**src/sn3_pkg.sv**
```systemverilog
// SN3 keystream generator: shared constants, state type and word helpers.
// Used by sn3_mix and sn3_keystream_generator_core; no dependencies.
package sn3_pkg;

	localparam int TABLE_DEPTH = 64;
	localparam int IDX_W       = $clog2(TABLE_DEPTH);
	localparam int NUM_WORDS   = 3 * TABLE_DEPTH;
	localparam int ADDR_W      = IDX_W + 2;
	localparam int KEY_MAX     = 64;
	localparam int KADDR_W     = $clog2(KEY_MAX);
	localparam int KLEN_W      = $clog2(KEY_MAX + 1);

	localparam logic [31:0] B_CONST = 32'h8c591ca1;
	localparam logic [31:0] C_CONST = 32'hab8ec254;

	typedef enum logic [1:0] {
		KIND_KEY    = 2'd0,
		KIND_FINISH = 2'd1,
		KIND_REQ    = 2'd2,
		KIND_NONE   = 2'd3
	} kind_t;

	typedef enum logic [3:0] {
		ST_IDLE,
		ST_FILL_RD,
		ST_FILL_BYTE,
		ST_RA,
		ST_RB,
		ST_RC,
		ST_WA,
		ST_WB,
		ST_WC,
		ST_MIX_RD,
		ST_MIX_WR
	} state_t;

	typedef struct packed {
		logic [31:0] new_a;
		logic [31:0] new_b;
		logic [31:0] new_c;
		logic [31:0] word;
	} mix_t;

	function automatic logic [31:0] rotl(input logic [31:0] v, input int s);
		return (v << s) | (v >> (32 - s));
	endfunction

	function automatic logic [1:0] next_role(input logic [1:0] r);
		return (r == 2'd2) ? 2'd0 : r + 2'd1;
	endfunction

endpackage

```
**src/sn3_mix.sv**
```systemverilog
// SN3 generator step arithmetic: new table words and keystream word.
// Depends on sn3_pkg.
module sn3_mix (
	input  logic [31:0]     a,
	input  logic [31:0]     b,
	input  logic [31:0]     c,
	output sn3_pkg::mix_t   mix
);

	always_comb begin
		mix.new_a = sn3_pkg::rotl(a, 1) ^ b;
		mix.new_b = sn3_pkg::rotl(b, 5) ^ c ^ sn3_pkg::B_CONST;
		mix.new_c = sn3_pkg::rotl(c, 17) ^ a ^ sn3_pkg::C_CONST;
		mix.word  = a ^ b ^ c;
	end

endmodule
```
**config.mk**
```make
export PLATFORM = sky130hd
export DESIGN_NAME = sn3_mix
export DESIGN_NICKNAME = d
export VERILOG_FILES = /design/src/sn3_pkg.sv /design/src/sn3_mix.sv
export SDC_FILE = /design/constraint.sdc
export NUM_CORES = 1
export LEC_CHECK = 0
export ABC_AREA = 0
export BUFFER_PORTS_ARGS = -buffer_cell sky130_fd_sc_hd__buf_2
export CAP_MARGIN = 20
export CORE_AREA = 2 2 88 90
export DETAILED_ROUTE_END_ITERATION = 16
export DIE_AREA = 0 0 90 92
export PLACE_DENSITY = 0.66
export SYNTH_ARGS = -nofsm -noshare
export SYNTH_HDL_FRONTEND = slang
export SYNTH_SLANG_ARGS = --single-unit
export TNS_END_PERCENT = 100
```
**constraint.sdc**
```tcl
create_clock -name vclk -period 0.8
set_input_delay 0.04 -clock vclk [all_inputs]
set_output_delay 0.04 -clock vclk [all_outputs]
set_load 0.03 [all_outputs]
```
# ---- After elaboration in Yosys (flattened, before gate mapping)
# Cells that the tools add are included.
dict set report word_totals {
  register_bits 0
  input_bits 96
  output_inout_bits 128
  word_cells 10
}
dict set report classes {
  n_bitwise 10
}
# cell n
set ops {}
lappend ops {{$xor A32 B32 Y32} 5}
lappend ops {{$or A32 B1 Y32} 1}
lappend ops {{$or A32 B17 Y32} 1}
lappend ops {{$or A32 B5 Y32} 1}
lappend ops {{$not A15 Y15} 1}
lappend ops {{$not A13 Y13} 1}

# ---- Longest topological paths before layout
# Gate-level depths: netlist of the first run.
dict set report logic_depth {
  depth_word 3
  depth_mapped 1
  mapped_depth_nobuf 1
}

# ---- Least setup slack after synthesis of the first run
# Ideal clock, no wire load.
dict set report synth_path {
  kind {input-to-output}
  start {in a[0]}
  end {out mix[0] (netlist name)}
  arrival_ps 588
  required_ps 760
  slack_ps 172
  path_stages 1
  path_buffers 0
  cell_sequence {xor3_1}
}
dict set report synth_via {
  elab_chain_len 2
}
# element line_no
set synth_rtl {}
lappend synth_rtl {{start: declaration} sn3_mix.sv:4} ;# input logic [31:0] a,
lappend synth_rtl {{$xor A32 B32 Y32 (2 in series)} sn3_mix.sv:14} ;# mix.word = a ^ b ^ c;
lappend synth_rtl {{end: declaration} sn3_mix.sv:7} ;# output sn3_pkg::mix_t mix
# Every way passes these cells.

==> out/qor.csv, run 1 <==
metric,value,unit
path_buf_inv,2,
synth_most_common_cell,xor2_1,
crit_type,in2out,
cp_slowest_stage_delay,390,ps
finalSetupTns,0,ps
gr-total-overflow,0,
core_area,7450,sq um
drc,0,
dr.first_iter.drc_count,36,
totalPowerFinal,3.88,mW
crit_family,XOR/XNOR gates,
rows,32,
pwr_density_cell,1210,nW/um^2
dp_hpwl,7.52,mm
track_usage,18.0,%
routed_wl,7.95,mm
min_from,b[19],
ys_warn_count,0,
die_w,90,um
yosys.area.top_type_share,47.5,%
final_hold_viol_count,0,
path_max_fanout,2,
io_buffers,224,
clkbuf_count,0,
n_sequential_cell,0,
dpl.cell_count,500,
grt_pass1_vias,2091,
maxCapViolations,0,
area_growth,100,%
fin_util,43.1,%
holdCritPathClass,in2out,
period_share,97.9,%
ctsHoldBuffers,0,
regArea,0,sq um
endpoint_kind,output pin,
cp_common_cell,buf_2,
synth_area_leaders,"xor3_1, xor2_1, xnor2_1",
fin_nets,496,
drv_slew,0,
leakage,1.94,nW
clock.fmax,1280,MHz
drive_above_1_share,67.8,%
grt_antenna_before_repair,0,
die-area,8280,sq um
drtAntennaViolNets,0,
path_cells,"buf_2, xor3_1, buf_2",
relSlewSlack,88.4,%
final_cells,500,
crit_start,a[20],
synth.largest_area_cell,xor3_1,
synth-seq-area-share,0,%
netlist_instances,128,
io_pins,224,
crit_path_top_delay_cell,xor3_1,
required,760,ps
synthTopCellsByCount,"xor2_1, xor3_1, xnor2_1",
vias,1967,
grt_setup_unrepaired,false,
worst_pin_slew,175,ps
via_per_inst,3.93,
gp_congestion,0.815,
arrival,740,ps
antenna_cells,0,
critPathLaunchType,input port,
wl_per_cell,15.9,um
start_util,21.5,%
grt_pass1_wl,11.5,mm
status,finished clean,
grt_max_degree,4,
setup_viol_count_final,0,
layout_min_cycle_time,784,ps
die_h,92,um
peakVddDrop,0.000569,V
syn_area,1600,sq um
firstDrtPassIters,4,
syn_area_per_cell,12.5,sq um
ys_types,3,
syn-num-nets,224,
## per-layer routing
metal / wire [um] / part of all wire [%] / vias up / track usage, %
met1: 3180 / 40 / 882 / 21.4
met3: 546 / 6.9 / 0 / 2.05
met4: 0 / 0 / 0 / 0.128
met2: 4230 / 53 / 117 / 36.3
li1: - / - / 968 / -
met5: 0 / 0 / - / 0
## area by class of cell
| cell class | instances | area [sq um] |
|---|---|---|
| Tap cell | 102 | 128 |
| Multi-Input combinational cell | 128 | 1600 |
| Timing Repair Buffer | 270 | 1480 |
| Fill cell | 795 | 4240 |
## cells by family (layout without fill, tap and decap cells)
logic type | Yosys count | count (layout) | synth area share (%)
xor+xnor | 128 | 128 | 100
buf+inv | 0 | 270 | 0
## per-stage QoR
| stage | instance area [sq um] | setup slack, ps | hold slack, ps |
|---|---|---|---|
| finish | 3210 | 16.5 | 410 |
| global route | 3210 | 1.40 | 429 |
| CTS | 3200 | 4.44 | 424 |
| detailed placement | 3200 | 0.702 | 424 |
| global placement | 3200 | 2.89 | 423 |
| floorplan | 1600 | 172 | 252 |
## final timing paths
check      end  slack, ps  cells after the start
max    mix[20]         20                      3
min    mix[88]        410                      3
## cells in the final DEF (no fill, tap or decap), drive strengths merged
cell type	instances
xor2	68
buf	269
clkbuf	1
xor3	32
xnor2	28
## report_power, final
part / total (mW) / switching [mW] / leakage (nW) / internal, mW
Sequential: 0 / 0 / 0 / 0
Clock: 0 / 0 / 0 / 0
Combinational: 3.88 / 2.44 / 1.94 / 1.45
Total: 3.88 / 2.44 / 1.94 / 1.45
## repair_timing
item,CTS,global route
pin swaps,0,1
gates resized for setup,1,5
setup buffers,0,0
setup endpoints to repair,1,3
No activity file was read; power rests on OpenSTA's default activity.
==> run 2: changes to the inputs <==
Settings changed: CORE_AREA 2 2 88 90 to 2 2 87 89, DIE_AREA 0 0 90 92 to 0 0 89 91, PLACE_DENSITY 0.66 to 0.67, SETUP_SLACK_MARGIN set to 0.3.
Clock period 0.8 ns to 1 ns, I/O delays scaled along.
==> run 2 against run 1 <==
Compared with the run above:
- total power fell by 0.90%
- routed wire length grew 23%
- sequential share of layout area is the same
- first-iteration DRC count shrank 19%
- global-route usage increased by 3.4 points
- hold slack lost 2.0 ps
- clock-buffer cell count unchanged
- critical path depth unchanged
- largest power group unchanged
- highest routed layer is now met4
==> out/qor.csv, run 2 (synthesis results as in run 1) <==
metric,value,unit,change
vias,2114,,+7.5%
n_sequential_cell,0,,unchanged
path_cells,"buf_8, xor3_1, buf_6",,
drive_above_1_share,70.3,%,+2.4 points
rows,31,,-3.1%
regArea,0,sq um,unchanged
grt_setup_unrepaired,true,,
finalSetupTns,0,ps,unchanged
worst_pin_slew,174,ps,-0.784 ps
arrival,710,ps,-30 ps
grt_antenna_before_repair,0,,unchanged
relSlewSlack,88.3,%,-0.11 points
setup_viol_count_final,0,,unchanged
final_common_cell,buf_2,,
grt_pass1_vias,2201,,+5.3%
dpl.cell_count,458,,-8.4%
endpoint_kind,output pin,,
die-area,8100,sq um,-2.2%
io_buffers,224,,unchanged
die_h,91,um,-1.1%
period_share,76.2,%,
crit_start,b[29],,
final_cells,496,,-0.80%
required,950,ps,+190 ps
area_growth,163,%,
antenna_cells,0,,unchanged
grt_max_degree,4,,unchanged
fillers,579,,-27%
grtUsageMet3,2.73,%,+0.67 points
whs,408,ps,-2.01 ps
core_area,7140,sq um,-4.2%
crit_path_top_delay_cell,xor3_1,,
drc,0,,unchanged
leakage,2.30,nW,+18%
dr.first_iter.drc_count,29,,-19%
start_util,22.4,%,+0.94 points
clkbuf_count,0,,unchanged
drv_slew,0,,unchanged
wl_per_cell,19.6,um,+24%
drtAntennaViolNets,0,,unchanged
totalPowerFinal,3.85,mW,-0.90%
firstDrtPassIters,4,,unchanged
critPathLaunchType,input port,,
gp_congestion,0.846,,+3.9%
ctsHoldBuffers,0,,unchanged
cp_slowest_stage_delay,430,ps,+40 ps
clock.fmax,1310,MHz,
crit_end,mix[29],,
path_max_fanout,2,,unchanged
gr-total-overflow,0,,unchanged
io_pins,224,,unchanged
use_met1,24.6,%,+3.2 points
fin_nets,495,,-0.20%
holdCritPathClass,in2out,,
final_hold_viol_count,0,,unchanged
via_per_inst,4.26,,+8.3%
layout_common_cells,"buf_2, buf_4, buf_6, xor2_1, buf_8",,
busiest_layer,met2,,
routed_wl,9.75,mm,+23%
layout_min_cycle_time,762,ps,
peakVddDrop,0.000402,V,-29%
grt_pass1_wl,12.9,mm,+12%
status,finished clean,,
die_w,89,um,-1.1%
grtUsageMet2,42.2,%,+5.9 points
crit_type,in2out,,
pwr_density_cell,913,nW/um^2,-25%
maxCapViolations,0,,unchanged
track_usage,21.3,%,+3.4 points
dp_hpwl,7.41,mm,-1.5%
==> run 2: changes by cell type in the layout (fill, tap and decap cells not counted), sizes merged <==
cell,previous run,this run
buf,269,267
clkbuf,1,2
==> run 2: worst min path at each step <==
stage          startpoint       end  slack (ps)  cells after the start
6_report            c[17]   mix[34]         410                      3
5_1_grt              c[2]   mix[66]         420                      3
4_1_cts             b[28]   mix[65]         400                      3
3_5_place_dp        c[13]   mix[62]         440                      3
3_3_place_gp        c[13]   mix[62]         440                      3
2_1_floorplan        b[4]  mix[100]         270                      1
==> run 2: through the flow <==
| stage | worst slack, ps | cell area [sq um] | utilization [%] |
|---|---|---|---|
| after CTS | 233 | 3950 | 55.4 |
| after floorplan | 352 | 1600 | - |
| after global routing | 223 | 4220 | 59.1 |
| final | 238 | 4220 | 59.1 |
| after detailed placement | 141 | 2900 | 40.6 |
| after global placement | 155 | 2900 | 40.6 |
==> run 2: layout make-up <==
cell class	instances	area [sq um]	area share, %
Timing Repair Buffer	269	2420	57.3
Tap cell	99	124	2.94
Multi-Input combinational cell	128	1680	39.8
==> run 2: layer usage <==
metal / share of wire [%] / vias up
met3: 7.8 / 6
met4: 0.53 / 0
met1: 36 / 1015
li1: - / 960
met2: 56 / 133
met5: 0 / -
==> run 2: timing repair <==
item | 4_1_cts | 5_1_grt
resized for setup | 244 | 93
setup endpoints to repair | 44 | 72
pin swaps | 35 | 10
buffers inserted | 33 | 5
cloned | 0 | 0
==> run 2: worst max-delay path: cells and delay by family <==
| kind | cells | cell delay (ps) |
|---|---|---|
| xor gates and xnor gates | 1 | 430 |
| buffers and inverters | 2 | 230 |
==> run 2: power breakdown <==
group | switching [mW] | leakage (nW) | internal [mW] | total [mW]
logic | 2.09 | 2.30 | 1.76 | 3.85
registers | 0 | 0 | 0 | 0
clock network | 0 | 0 | 0 | 0
total | 2.09 | 2.30 | 1.76 | 3.85
==> run 3: changes to the inputs <==
Settings changed: CORE_AREA 2 2 87 89 to 2 2 88 90, DIE_AREA 0 0 89 91 to 0 0 90 92, PLACE_DENSITY 0.67 to 0.66.
Clock period 1 ns to 0.8 ns, I/O delays scaled along.
==> run 3 against run 2 <==
Compared with the run above:
- first-iteration DRC count up 62%
- worst setup slack worse by 200 ps
- cell area up 55%
- largest cell class unchanged
- highest routed layer unchanged
==> out/qor.csv, run 3 (synthesis results as in run 1) <==
metric,value,unit,change
grt_antenna_before_repair,0,,unchanged
routed_wl,13.4,mm,+37%
io_buffers,224,,unchanged
firstDrtPassIters,4,,unchanged
worst_hold_path.num_cells,3,,unchanged
status,finished clean,,
final_hold_viol_count,0,,unchanged
wl_per_cell,24.4,um,+24%
drc,0,,unchanged
path_max_fanout,2,,unchanged
drive_above_1_share,100,%,+30 points
via_per_inst,4.21,,-1.3%
rows,32,,+3.2%
cp_slowest_stage_delay,450,ps,+20 ps
crit_path_top_delay_cell,xor3_2,,
die_w,90,um,+1.1%
drtAntennaViolNets,0,,unchanged
die_h,92,um,+1.1%
fin_nets,545,,+10%
period_share,95.8,%,
dp_hpwl,8.50,mm,+15%
drv_slew,0,,unchanged
layout_common_cells,"buf_6, xor2_2, buf_8, xor3_2, xnor2_4",,
pwr_density_cell,1000,nW/um^2,+9.8%
maxCapViolations,0,,unchanged
clkbuf_count,0,,unchanged
die-area,8280,sq um,+2.2%
setup_viol_count_final,0,,unchanged
final_common_cell,buf_6,,
n_sequential_cell,0,,unchanged
core_area,7450,sq um,+4.3%
required,760,ps,-190 ps
gp_congestion,0.868,,+2.6%
io_pins,224,,unchanged
path_cells,"buf_8, xor3_2, buf_6",,
arrival,730,ps,+20 ps
layout_min_cycle_time,767,ps,
min_from,b[0],,
leakage,3.16,nW,+37%
hold_end,mix[96],,
dpl_worst_slack,-13.1,ps,-154 ps
holdCritPathClass,in2out,,
grt_pass1_wl,18.3,mm,+43%
grt_max_degree,4,,unchanged
clock.fmax,1300,MHz,
ctsHoldBuffers,0,,unchanged
grt_setup_unrepaired,true,,
dr.first_iter.drc_count,47,,+62%
fin_ws,33.3,ps,-205 ps
track_usage,29.8,%,+8.5 points
endpoint_kind,output pin,,
grt_pass1_vias,2775,,+26%
gr-total-overflow,0,,unchanged
regArea,0,sq um,unchanged
worst_pin_slew,210,ps,+36.2 ps
crit_type,in2out,,
critPathLaunchType,input port,,
antenna_cells,0,,unchanged
relSlewSlack,86.0,%,-2.3 points
start_util,21.5,%,-0.94 points
vias,2310,,+9.3%
area_growth,309,%,
peakVddDrop,0.000727,V,+81%
fin_util,88.0,%,+29 points
## run 3: cell count changes in the layout (fill, tap and decap cells not counted), sizes merged
cell / previous run / this run
buf: 267 / 319
clkbuf: 2 / 0
## run 3: area by class of cell
| type | instances | area, sq um |
|---|---|---|
| multi-input cells | 128 | 2560 |
| repair buffers | 319 | 3860 |
| fillers | 295 | 895 |
| well taps | 102 | 128 |
## run 3: worst max-delay path by stage
stage,from,to,slack (ps),cells after the start
3_5_place_dp,c[14],mix[14],-10,3
2_1_floorplan,a[0],mix[0],220,1
6_report,a[7],mix[7],30,3
4_1_cts,b[23],mix[23],50,3
5_1_grt,a[7],mix[7],10,3
3_3_place_gp,c[4],mix[4],-20,3
## run 3: per-layer routing
| metal | track usage, % | routed length (um) |
|---|---|---|
| met1 | 29.4 | 4290 |
| met2 | 60.6 | 7980 |
| met4 | 7.31 | 252 |
| met5 | 0 | 0 |
| met3 | 8.46 | 847 |
## run 3: worst max-delay path: cells and delay by family
kind	cells	cell delay, ps
xor gates and xnor gates	1	450
buffers and inverters	2	240
## run 3: per-stage QoR
step | hold slack, ps | power [mW] | instance area, sq um | TNS (ps) | std cells
after floorplan | 196 | 2.67 | 2360 | 0 | 128
after global placement | 451 | 4.35 | 4090 | -33.8 | 518
after detailed placement | 457 | 4.41 | 4090 | -51.3 | 518
after CTS | 365 | 6.24 | 6280 | 0 | 549
after global routing | 393 | 6.75 | 6550 | 0 | 549
final | 391 | 6.57 | 6550 | 0 | 549
## run 3: report_power, final
part | switching, mW | internal, mW
combinational | 3.16 | 3.41
clock | 0 | 0
sequential | 0 | 0
total | 3.16 | 3.41
## run 3: repair_timing
action / 4_1_cts / 5_1_grt
gates resized for setup: 555 / 42
pin swaps: 105 / 55
setup buffers: 31 / 0
cloned: 0 / 0
endpoints found under the setup margin: 128 / 128
